### config.mk
export PLATFORM = sky130hd
export DESIGN_NAME = bbsf_cfg
export DESIGN_NICKNAME = d
export VERILOG_FILES = /design/src/design/bbsf_pkg.sv /design/src/design/bbsf_cfg.sv
export SDC_FILE = /design/constraint.sdc
export NUM_CORES = 1
export LEC_CHECK = 0
export BUFFER_PORTS_ARGS = -buffer_cell sky130_fd_sc_hd__buf_2
export CORE_UTILIZATION = 36
export CTS_CLUSTER_DIAMETER = 200
export CTS_CLUSTER_SIZE = 16
export DETAILED_ROUTE_END_ITERATION = 8
export HOLD_SLACK_MARGIN = 0.03
export PLACE_DENSITY = 0.83
export SLEW_MARGIN = 20
export SYNTH_ARGS = -nofsm -noshare
export SYNTH_HDL_FRONTEND = slang
export SYNTH_SLANG_ARGS = --single-unit
### constraint.sdc
create_clock -name clk -period 1.95 [get_ports clk]
set_input_delay 0.2925 -clock clk [delete_from_list [all_inputs] [get_ports clk]]
set_output_delay 0.2925 -clock clk [all_outputs]
set_load 0.02 [all_outputs]
### src/design/bbsf_pkg.sv
// ----------------------------------------------------------------------------
// bbsf_pkg
// Shared constants, types and helpers of the bounded byte stream FIFO.
// ----------------------------------------------------------------------------
package bbsf_pkg;

    // Storage depth of the byte ring.
    localparam int DEPTH   = 4096;
    localparam int PTR_W   = $clog2(DEPTH);
    localparam int CNT_W   = $clog2(DEPTH + 1);
    localparam int SUM_W   = CNT_W + 1;

    // Fixed widths of the interface fields.
    localparam int OP_W    = 3;
    localparam int BYTE_W  = 8;
    localparam int COUNT_W = 13;
    localparam int CAP_W   = 13;
    localparam int TOTAL_W = 64;
    localparam int CMP_W   = (CNT_W > COUNT_W) ? CNT_W : COUNT_W;

    localparam logic [CAP_W-1:0] CAP_RESET = CAP_W'(4096);

    // Operation codes.
    localparam logic [OP_W-1:0] OP_WRITE = 3'd0;
    localparam logic [OP_W-1:0] OP_READ  = 3'd1;
    localparam logic [OP_W-1:0] OP_PEEK  = 3'd2;
    localparam logic [OP_W-1:0] OP_POP   = 3'd3;
    localparam logic [OP_W-1:0] OP_END   = 3'd4;

    // Configuration register indexes.
    localparam logic REG_CAPACITY = 1'b0;

    typedef struct packed {
        logic                 accepted;
        logic [BYTE_W-1:0]    out_byte;
        logic [COUNT_W-1:0]   buffered;
        logic [COUNT_W-1:0]   room_left;
        logic                 ended;
        logic                 at_eof;
        logic [TOTAL_W-1:0]   total_written;
        logic [TOTAL_W-1:0]   total_read;
    } result_t;

    // Position in the ring that lies off bytes past base. The offset never
    // exceeds the depth where the result is used, so one subtract wraps it.
    function automatic logic [PTR_W-1:0] ring_add(input logic [PTR_W-1:0] base,
                                                  input logic [CNT_W-1:0] off);
        logic [SUM_W-1:0] sum;
        sum = SUM_W'(base) + SUM_W'(off);
        if (sum >= SUM_W'(DEPTH))
        begin
            sum = sum - SUM_W'(DEPTH);
        end
        return sum[PTR_W-1:0];
    endfunction

endpackage

### src/design/bbsf_cfg.sv
// ----------------------------------------------------------------------------
// bbsf_cfg
// APB register port holding the capacity register.
// ----------------------------------------------------------------------------
module bbsf_cfg
    import bbsf_pkg::*;
(
    input  logic              clk,
    input  logic              rst_n,
    input  logic              psel,
    input  logic              penable,
    input  logic              pwrite,
    input  logic [2:0]        paddr,
    input  logic [31:0]       pwdata,
    output logic [31:0]       prdata,
    output logic              pready,
    output logic [CAP_W-1:0]  capacity
);

    logic [CAP_W-1:0] capacity_reg;
    logic             wr_en;

    assign wr_en  = psel && penable && pwrite;
    assign pready = 1'b1;

    always_ff @(posedge clk or negedge rst_n)
    begin
        if (!rst_n)
        begin
            capacity_reg <= CAP_RESET;
        end
        else if (wr_en && (paddr[2] == REG_CAPACITY))
        begin
            capacity_reg <= pwdata[CAP_W-1:0];
        end
    end

    always_comb
    begin
        unique case (paddr[2])
            REG_CAPACITY: prdata = 32'(capacity_reg);
            default:      prdata = '0;
        endcase
    end

    assign capacity = capacity_reg;

endmodule

==> results_dict.tcl, run 1 <==
set metrics [dict create \
    status "finished clean" \
    synth_area_um2 792 \
    setup_viol 0 \
    synth_top_family_by_area "multiplexers" \
    post_cts.resized_instances 0 \
    floorplan.initialDensity 0.392 \
    largest_register_ffs 13 \
    tritoncts "built" \
    areaGrowthSynthToFinish_pct 24.3 \
    finalHoldViolCount 0 \
    fin_crit_ps 1340 \
    finalClockSkew_ps 0 \
    crit_path_max_incr_delay_ps 530 \
    critPathKind "reg2out" \
    synth-compound-area-share 0 \
    die_x_um 48.9 \
    crit_slowest_cell "dfstp_2" \
    syn_area_per_cell_um2 12.4 \
    final_cells 136 \
    htreeDepth 1 \
    yosysUniqueCellTypes 11 \
    grt_max_degree 15 \
    drc 0 \
    synth-adder-area-share 0 \
    n_antenna_cell 0 \
    track_usage 0.125 \
    num_rows 16 \
    crit_buf_inv 1 \
    netlist_instances 64 \
    tns_ps 0 \
    avgViaCountPerCell 3.95 \
    synthSimpleGateAreaFrac 0.137 \
    crit_family "flip-flops" \
    path_clk_slew_ps 70 \
    dieArea_um2 2390 \
    crit_required_ps 1660 \
    end_kind "output port" \
    die_h_um 48.9 \
    worstPathMaxFanout 3 \
    multi_input_area_um2 368 \
    core-area_um2 2020 \
    cp_cell_sequence "and2b_1, buf_2" \
    antenna_found_initial 0 \
    wl_per_cell_um 9.85 \
    post-place-cells 131 \
    finalWirelength_mm 1.34 \
    drtIter0Drc 1 \
    vias 537 \
    cp-start-kind "flop" \
    io_buffers 44 \
    hold_buffers 1 \
    nNetsFinal 150 \
    worstHoldPathType "in2reg" \
    insertion_delay_ps 260 \
    ant_nets 0 \
    post-route-period-util 0.688 \
    grt_pass1_vias 548 \
    powerDensity_nw_per_um2 944 \
    numCtsBuffers 3 \
    final_layout_size_suffix_gt1_frac 0.569 \
    drt_first_pass_iters 2 \
    post_cts_buffers 0 \
    synth_warnings 0 \
    synth_top_area_cell "dfrtp_1" \
    ir_worst_vdd_uv 462 \
    synth.area.top_cells "dfrtp_1 38%, buf_4 19%, mux2_4 19%" \
    clkSinkCount 13 \
    critPathArrivalTime_ps 1050 \
    p_leak_nw 0.589 \
    grt_pass1_wl_mm 2.27 \
    ys_seq_elements 13 \
    cap_violations 0 \
    io_pins 86 \
    fin_hold_ws_ps 254 \
    synthMuxAreaShare 0.232 \
    globalRouteOverflowTotal 0 \
    cts_root_buf "clkbuf_4" \
    gp_congestion 0.618 \
    yosys.area.top_type_share 0.379 \
    total_power_uw 930 \
    cts_buffer_depth 2 \
    rsz0062_at_grt "false" \
    fin_area_um2 985 \
    seq_area_frac_synth 0.412 \
    dpl_cell_area_um2 948 \
    fillers 199 \
    fmax_mhz 745 \
    slew_violations 0 \
    synth_xor_area_frac 0 \
    seqCellArea_um2 327 \
]
[cells in the mapped netlist]
library cell,instances
buf_4,20
dfrtp_1,12
mux2_4,10
nor2b_1,10
and2b_1,3
mux2_2,3
conb_1,2
buf_6,1
clkbuf_1,1
dfstp_2,1
nand4b_4,1
[logic make-up (layout without fill, tap and decap cells)]
group | Yosys count | count (layout)
buffers and inverters | 22 | 49
DFF | 13 | 13
other | 2 | 20
muxes | 13 | 13
and+or+nand+nor | 14 | 14
[worst paths after layout]
| kind | to | slack, ps | depth (start not counted) | from |
|---|---|---|---|---|
| max | prdata[12] | 610 | 2 | capacity[12]$_DFFE_PN1P_ |
| min in group asynchronous | capacity[1]$_DFFE_PN0P_ | 440 | 2 | rst_n |
| max in group asynchronous | capacity[12]$_DFFE_PN1P_ | 1230 | 2 | rst_n |
| min reg2reg | capacity[7]$_DFFE_PN0P_ | 530 | 1 | capacity[7]$_DFFE_PN0P_ |
| min | capacity[9]$_DFFE_PN0P_ | 250 | 2 | pwdata[9] |
| max reg2reg | capacity[4]$_DFFE_PN0P_ | 1180 | 1 | capacity[4]$_DFFE_PN0P_ |
[per-stage QoR]
step	worst slack, ps	utilization
3_5_place_dp	532	0.469
2_1_floorplan	844	-
4_1_cts	592	0.487
3_3_place_gp	543	0.469
6_report	608	0.487
5_1_grt	542	0.487
[placed cells by master, fill, tap and decap left out]
cell type / netlist / final
and2b_1: 3 / 3
buf_2: 0 / 44
clkbuf_1: 1 / 1
clkbuf_4: 0 / 3
conb_1: 2 / 20
dfrtp_1: 12 / 12
dfstp_2: 1 / 1
dlygate4sd3_1: 0 / 1
mux2_2: 3 / 3
mux2_4: 10 / 10
nand4b_4: 1 / 1
nor2b_1: 10 / 10
[cell type report]
type,count,area share
clock buffer,4,0.0267
multi-input combinational,47,0.374
timing repair buffer,45,0.234
sequential,13,0.332
tap,27,0.0343
[routing by layer]
layer  routed length [µm]  track usage  up-vias
li1                     -            -      255
met3                   94       0.0280        0
met1                  515        0.125      247
met2                  730        0.255       35
met4                    0       0.0294        0
met5                    0            0        -
[report_power, final]
group / total, mW / switching, mW / internal [mW]
sequential: 0.373 / 0.0401 / 0.333
combinational: 0.400 / 0.230 / 0.171
clock: 0.157 / 0.0780 / 0.0790
Note: power is estimated with default switching activity, not from simulation.
==> run 2: changes to the inputs <==
--- a/config.mk
+++ b/config.mk
@@ -6,12 +6,12 @@
 export NUM_CORES = 1
 export LEC_CHECK = 0
 export BUFFER_PORTS_ARGS = -buffer_cell sky130_fd_sc_hd__buf_2
-export CORE_UTILIZATION = 36
+export CORE_UTILIZATION = 30
 export CTS_CLUSTER_DIAMETER = 200
 export CTS_CLUSTER_SIZE = 16
 export DETAILED_ROUTE_END_ITERATION = 8
 export HOLD_SLACK_MARGIN = 0.03
-export PLACE_DENSITY = 0.83
+export PLACE_DENSITY = 0.74
 export SLEW_MARGIN = 20
 export SYNTH_ARGS = -nofsm -noshare
 export SYNTH_HDL_FRONTEND = slang
==> constraint.sdc (replaced) <==
create_clock -name clk -period 1.2 [get_ports clk]
set_input_delay 0.18 -clock clk [delete_from_list [all_inputs] [get_ports clk]]
set_output_delay 0.18 -clock clk [all_outputs]
set_load 0.02 [all_outputs]
==> results_dict.tcl, run 2 (synthesis results as in run 1) <==
set metrics [dict create \
    status "finished, violations left" \
    violations "setup timing" \
    nNetsFinal 153 \
    cp-start-kind "flop" \
    worstHoldPathType "in2reg" \
    fin_crit_ps 1220 \
    htreeDepth 1 \
    mostFrequentLayoutCell "buf_2" \
    track_usage 0.103 \
    cp_cell_sequence "and2b_1, buf_6" \
    post-place-cells 135 \
    gp_congestion 0.566 \
    largest_register_ffs 13 \
    grt_max_degree 14 \
    avgViaCountPerCell 4.06 \
    path_clk_slew_ps 80 \
    multi_input_area_um2 368 \
    finalWirelength_mm 1.52 \
    r2r_end "capacity[0]$_DFFE_PN0P_" \
    reg2reg_slack_ps 320 \
    numCtsBuffers 3 \
    floorplan.initialDensity 0.320 \
    clkSinkCount 13 \
    num_rows 18 \
    p_leak_nw 0.607 \
    critPathKind "reg2out" \
    final_cell_mix "39 x buf_2, 20 x conb_1, 12 x dfrtp_1" \
    cts_buffer_depth 2 \
    endpoint "prdata[12]" \
    fmax_mhz 819 \
    ir_worst_vdd_uv 630 \
    final_util 0.416 \
    finalHoldViolCount 0 \
    r2r-start "capacity[0]$_DFFE_PN0P_" \
    n_antenna_cell 0 \
    io_buffers 44 \
    grt_pass1_vias 428 \
    rsz0062_at_grt "true" \
    post-dp-hpwl_mm 1.11 \
    globalRouteOverflowTotal 0 \
    critPathArrivalTime_ps 1040 \
    antenna_found_initial 0 \
    setup_ws_ps -20.3 \
    reg2regPathDepth 2 \
    die_x_um 53.4 \
    crit_slowest_cell "dfstp_2" \
    wl_per_cell_um 10.7 \
    final_layout_size_suffix_gt1_frac 0.580 \
    end_kind "output port" \
    fillers 251 \
    seqCellArea_um2 327 \
    cap_violations 0 \
    drtIter0Drc 2 \
    grt_pass1_wl_mm 1.95 \
    finalClockSkew_ps 0 \
    post-route-period-util 1.02 \
    die_h_um 53.4 \
    powerDensity_nw_per_um2 1520 \
    startpoint "capacity[12]$_DFFE_PN1P_" \
    areaGrowthSynthToFinish_pct 30.2 \
    total_power_mw 1.57 \
    vias 576 \
    dieArea_um2 2850 \
    io_pins 86 \
    tritoncts "built" \
    slew_violations 0 \
    drc 0 \
    pre_cts_slack_ps -10.0 \
    final_cells 142 \
    insertion_delay_ps 260 \
    holdPathStages 2 \
    drt_first_pass_iters 3 \
    crit_required_ps 1020 \
    setup_viol 1 \
    core-area_um2 2480 \
    cts_root_buf "clkbuf_4" \
    ant_nets 0 \
    tns_ps -20.3 \
    crit_path_max_incr_delay_ps 530 \
    worstPathMaxFanout 3 \
]
-- run 2: changes by cell type in the layout (fill, tap and decap cells not counted), sizes merged --
cell  delta
buf      +3
-- run 2: worst min path at each step --
stage / start / endpoint / slack [ps]
after floorplan: rst_n / capacity[0]$_DFFE_PN0P_ / -120
after detailed placement: rst_n / capacity[7]$_DFFE_PN0P_ / 90
final: pwdata[3] / capacity[3]$_DFFE_PN0P_ / 140
after CTS: pwdata[3] / capacity[3]$_DFFE_PN0P_ / 120
after global routing: pwdata[1] / capacity[1]$_DFFE_PN0P_ / 110
after global placement: rst_n / capacity[8]$_DFFE_PN0P_ / 80
-- run 2: timing repair --
item / 4_1_cts / 5_1_grt
setup buffers: 0 / 2
resized for setup: 2 / 5
endpoints found under the hold margin: 12 / 0
hold buffers: 1 / 0
endpoints found under the setup margin: 1 / 5
-- run 2: critical path: cells and delay by family, from the launching register on --
family,cells,cell delay (ps)
flip-flops,1,530
AND/OR/NAND/NOR,1,130
buffers and inverters,1,110
-- run 2: layout make-up --
| cell class | count | area share |
|---|---|---|
| multi-input cells | 47 | 0.357 |
| flip-flops and latches | 13 | 0.317 |
| repair buffers | 48 | 0.265 |
| well taps | 30 | 0.0364 |
| clock buffers | 4 | 0.0255 |
-- run 2: routing by layer --
metal | routed length (µm) | track usage | share of wire | vias to the layer above
met4 | 0 | 0.0395 | 0 | 0
met1 | 617 | 0.114 | 0.41 | 265
met5 | 0 | 0 | 0 | -
li1 | - | - | - | 265
met2 | 750 | 0.179 | 0.49 | 46
met3 | 147 | 0.0345 | 0.097 | 0
-- run 2: through the flow --
step / hold WS (ps) / area [µm²]
floorplan: -116 / 860
finish: 139 / 1030
CTS: 118 / 1000
detailed placement: 93.5 / 960
global route: 112 / 1030
global placement: 82.9 / 960
-- run 2: power breakdown --
part	internal [mW]	leakage [nW]	switching (mW)
clock network	0.128	0.0150	0.135
registers	0.540	0.155	0.0645
logic	0.315	0.437	0.383
==> run 3: changes to the inputs <==
--- a/config.mk
+++ b/config.mk
@@ -5,13 +5,14 @@
 export SDC_FILE = /design/constraint.sdc
 export NUM_CORES = 1
 export LEC_CHECK = 0
+export ABC_AREA = 1
 export BUFFER_PORTS_ARGS = -buffer_cell sky130_fd_sc_hd__buf_2
-export CORE_UTILIZATION = 30
+export CORE_UTILIZATION = 31
 export CTS_CLUSTER_DIAMETER = 200
 export CTS_CLUSTER_SIZE = 16
 export DETAILED_ROUTE_END_ITERATION = 8
 export HOLD_SLACK_MARGIN = 0.03
-export PLACE_DENSITY = 0.74
+export PLACE_DENSITY = 0.76
 export SLEW_MARGIN = 20
 export SYNTH_ARGS = -nofsm -noshare
 export SYNTH_HDL_FRONTEND = slang
==> results_dict.tcl, run 3 <==
set metrics [dict create \
    grt_pass1_wl_mm 2.56 \
    antenna_found_initial 0 \
    mostFrequentLayoutCell "buf_2" \
    synth.most_common_cell "nand2_1" \
    critPathArrivalTime_ps 1070 \
    fmax_mhz 798 \
    worstPathMaxFanout 3 \
    ys_seq_elements 13 \
    yosys.area.top_type_share 0.374 \
    tritoncts "built" \
    seq_area_frac_synth 0.407 \
    path_clk_slew_ps 80 \
    p_clk_frac 0.188 \
    crit_family "flip-flops" \
    synth-compound-area-share 0 \
    ant_nets 0 \
    critPathKind "reg2out" \
    end_kind "output port" \
    io_buffers 44 \
    worstHoldPathType "in2reg" \
    die_h_um 52.9 \
    tns_ps -53.3 \
    reg2regPathDepth 2 \
    wl_per_cell_um 8.81 \
    n_antenna_cell 0 \
    drtIter0Drc 7 \
    worstHoldEndpoint "capacity[12]$_DFFE_PN1P_" \
    cp_cell_sequence "inv_2, nor2_1, buf_4" \
    drt_first_pass_iters 2 \
    synth_area_um2 802 \
    grt_max_degree 15 \
    netlist_instances 109 \
    pwr-share-seq 0.416 \
    track_usage 0.130 \
    globalRouteOverflowTotal 0 \
    synth_warnings 0 \
    synth_top_family_by_area "buffers and inverters" \
    min_from "pwdata[12]" \
    core-area_um2 2450 \
    synth_flop_cell "dfrtp_1" \
    crit_buf_inv 2 \
    synth_commonest_cells "27 x nand2_1, 21 x buf_4, 15 x inv_1" \
    finalWirelength_mm 1.64 \
    insertion_delay_ps 260 \
    holdPathStages 3 \
    slew_violations 0 \
    dpl_cell_area_um2 971 \
    finalClockSkew_ps 0 \
    die_x_um 52.9 \
    p_leak_nw 0.661 \
    post-route-period-util 1.04 \
    setup_viol 1 \
    yosysUniqueCellTypes 12 \
    synthMuxAreaShare 0 \
    setup_ws_ps -53.3 \
    largest_register_ffs 13 \
    status "finished, violations left" \
    num_rows 18 \
    switching_share 0.407 \
    async_flop_share 1.00 \
    reg2reg_slack_ps 460 \
    gp_congestion 0.656 \
    rsz0062_at_grt "true" \
    numCtsBuffers 3 \
    crit_path_max_incr_delay_ps 560 \
    grt_pass1_vias 578 \
    crit_slowest_cell "dfstp_2" \
    syn_area_per_cell_um2 7.36 \
    floorplan.initialDensity 0.327 \
    r2r_end "capacity[12]$_DFFE_PN1P_" \
    io_pins 86 \
    synth-adder-area-share 0 \
    avgViaCountPerCell 3.84 \
    r2r-start "capacity[12]$_DFFE_PN1P_" \
    cts_buffer_depth 2 \
    vias 714 \
    post-dp-hpwl_mm 1.26 \
    fin_crit_ps 1250 \
    final_cell_mix "42 x buf_2, 27 x nand2_1, 20 x conb_1" \
    powerDensity_nw_per_um2 1380 \
    p_int_uw 836 \
    ir_worst_vdd_uv 654 \
    synthSimpleGateAreaFrac 0.290 \
    synth_top_area_cell "dfrtp_1" \
    finalHoldViolCount 0 \
    cts_root_buf "clkbuf_4" \
    dieArea_um2 2790 \
    final_layout_size_suffix_gt1_frac 0.353 \
    cp-start-kind "flop" \
    cap_violations 0 \
    crit_required_ps 1020 \
    nNetsFinal 197 \
    synth-edff-count 0 \
    drc 0 \
    p_sw_uw 573 \
    fin_area_um2 1020 \
    areaGrowthSynthToFinish_pct 27.1 \
    synth_xor_area_frac 0 \
    clkSinkCount 13 \
    combPwrFrac 0.397 \
    violations "setup timing" \
    htreeDepth 1 \
    synth.area.top_cells "dfrtp_1 37%, buf_4 20%, nand2_1 13%" \
]
run 3: how the worst max path moves through the flow:
stage | cells past startpoint | slack (ps) | start | end
3_5_place_dp | 5 | 50 | paddr[2] | capacity[2]$_DFFE_PN0P_
3_3_place_gp | 5 | 60 | paddr[2] | capacity[2]$_DFFE_PN0P_
2_1_floorplan | 2 | 110 | capacity[12]$_DFFE_PN1P_ | prdata[12]
4_1_cts | 3 | -70 | capacity[12]$_DFFE_PN1P_ | prdata[12]
6_report | 3 | -50 | capacity[12]$_DFFE_PN1P_ | prdata[12]
5_1_grt | 3 | -110 | capacity[12]$_DFFE_PN1P_ | prdata[12]
run 3: metrics by stage:
step / cells / hold WS (ps) / worst slack (ps) / power, mW / utilization
5_1_grt: 186 / 123 / -111 / 1.54 / 0.415
4_1_cts: 185 / 127 / -73.2 / 1.42 / 0.411
2_1_floorplan: 127 / -116 / 110 / 0.997 / -
3_3_place_gp: 180 / 82.4 / 59.3 / 1.13 / 0.396
3_5_place_dp: 180 / 86.0 / 51.1 / 1.14 / 0.396
6_report: 186 / 132 / -53.3 / 1.41 / 0.415
run 3: repair_timing:
action	CTS	global route
endpoints found under the setup margin	1	3
gates resized for setup	1	2
buffers inserted	0	1
hold endpoints to repair	12	0
hold buffers	1	0
run 3: power groups by stage:
stage / clock network [mW] / registers, mW / logic (mW)
after CTS: 0.277 / 0.587 / 0.555
after global placement: 0 / 0.592 / 0.542
after detailed placement: 0 / 0.595 / 0.549
after floorplan: 0 / 0.693 / 0.304
after global routing: 0.309 / 0.597 / 0.629
final: 0.265 / 0.586 / 0.559
run 3: routing by layer:
metal,GRT usage,vias to the layer above,routed length [µm]
li1,-,376,-
met2,0.230,32,866
met5,0,-,0
met4,0.0526,0,0
met1,0.146,306,665
met3,0.0345,0,107
run 3: logic make-up after synthesis:
logic type | after synthesis
flops | 13
simple gates | 55
other cells | 2
buf+inv | 39
run 3: worst reg2reg max path: stages, from the launching register on:
cell	delay, ps
dfstp_2	560
nand2_1	60
nand2_1	70
run 3: cell type report:
class                   count  area (µm²)
flip-flops and latches     13         327
multi-input cells          75         308
clock buffers               4        26.3
inverters                  15        56.3
fillers                   292        1440
repair buffers             49         265
well taps                  30        37.5
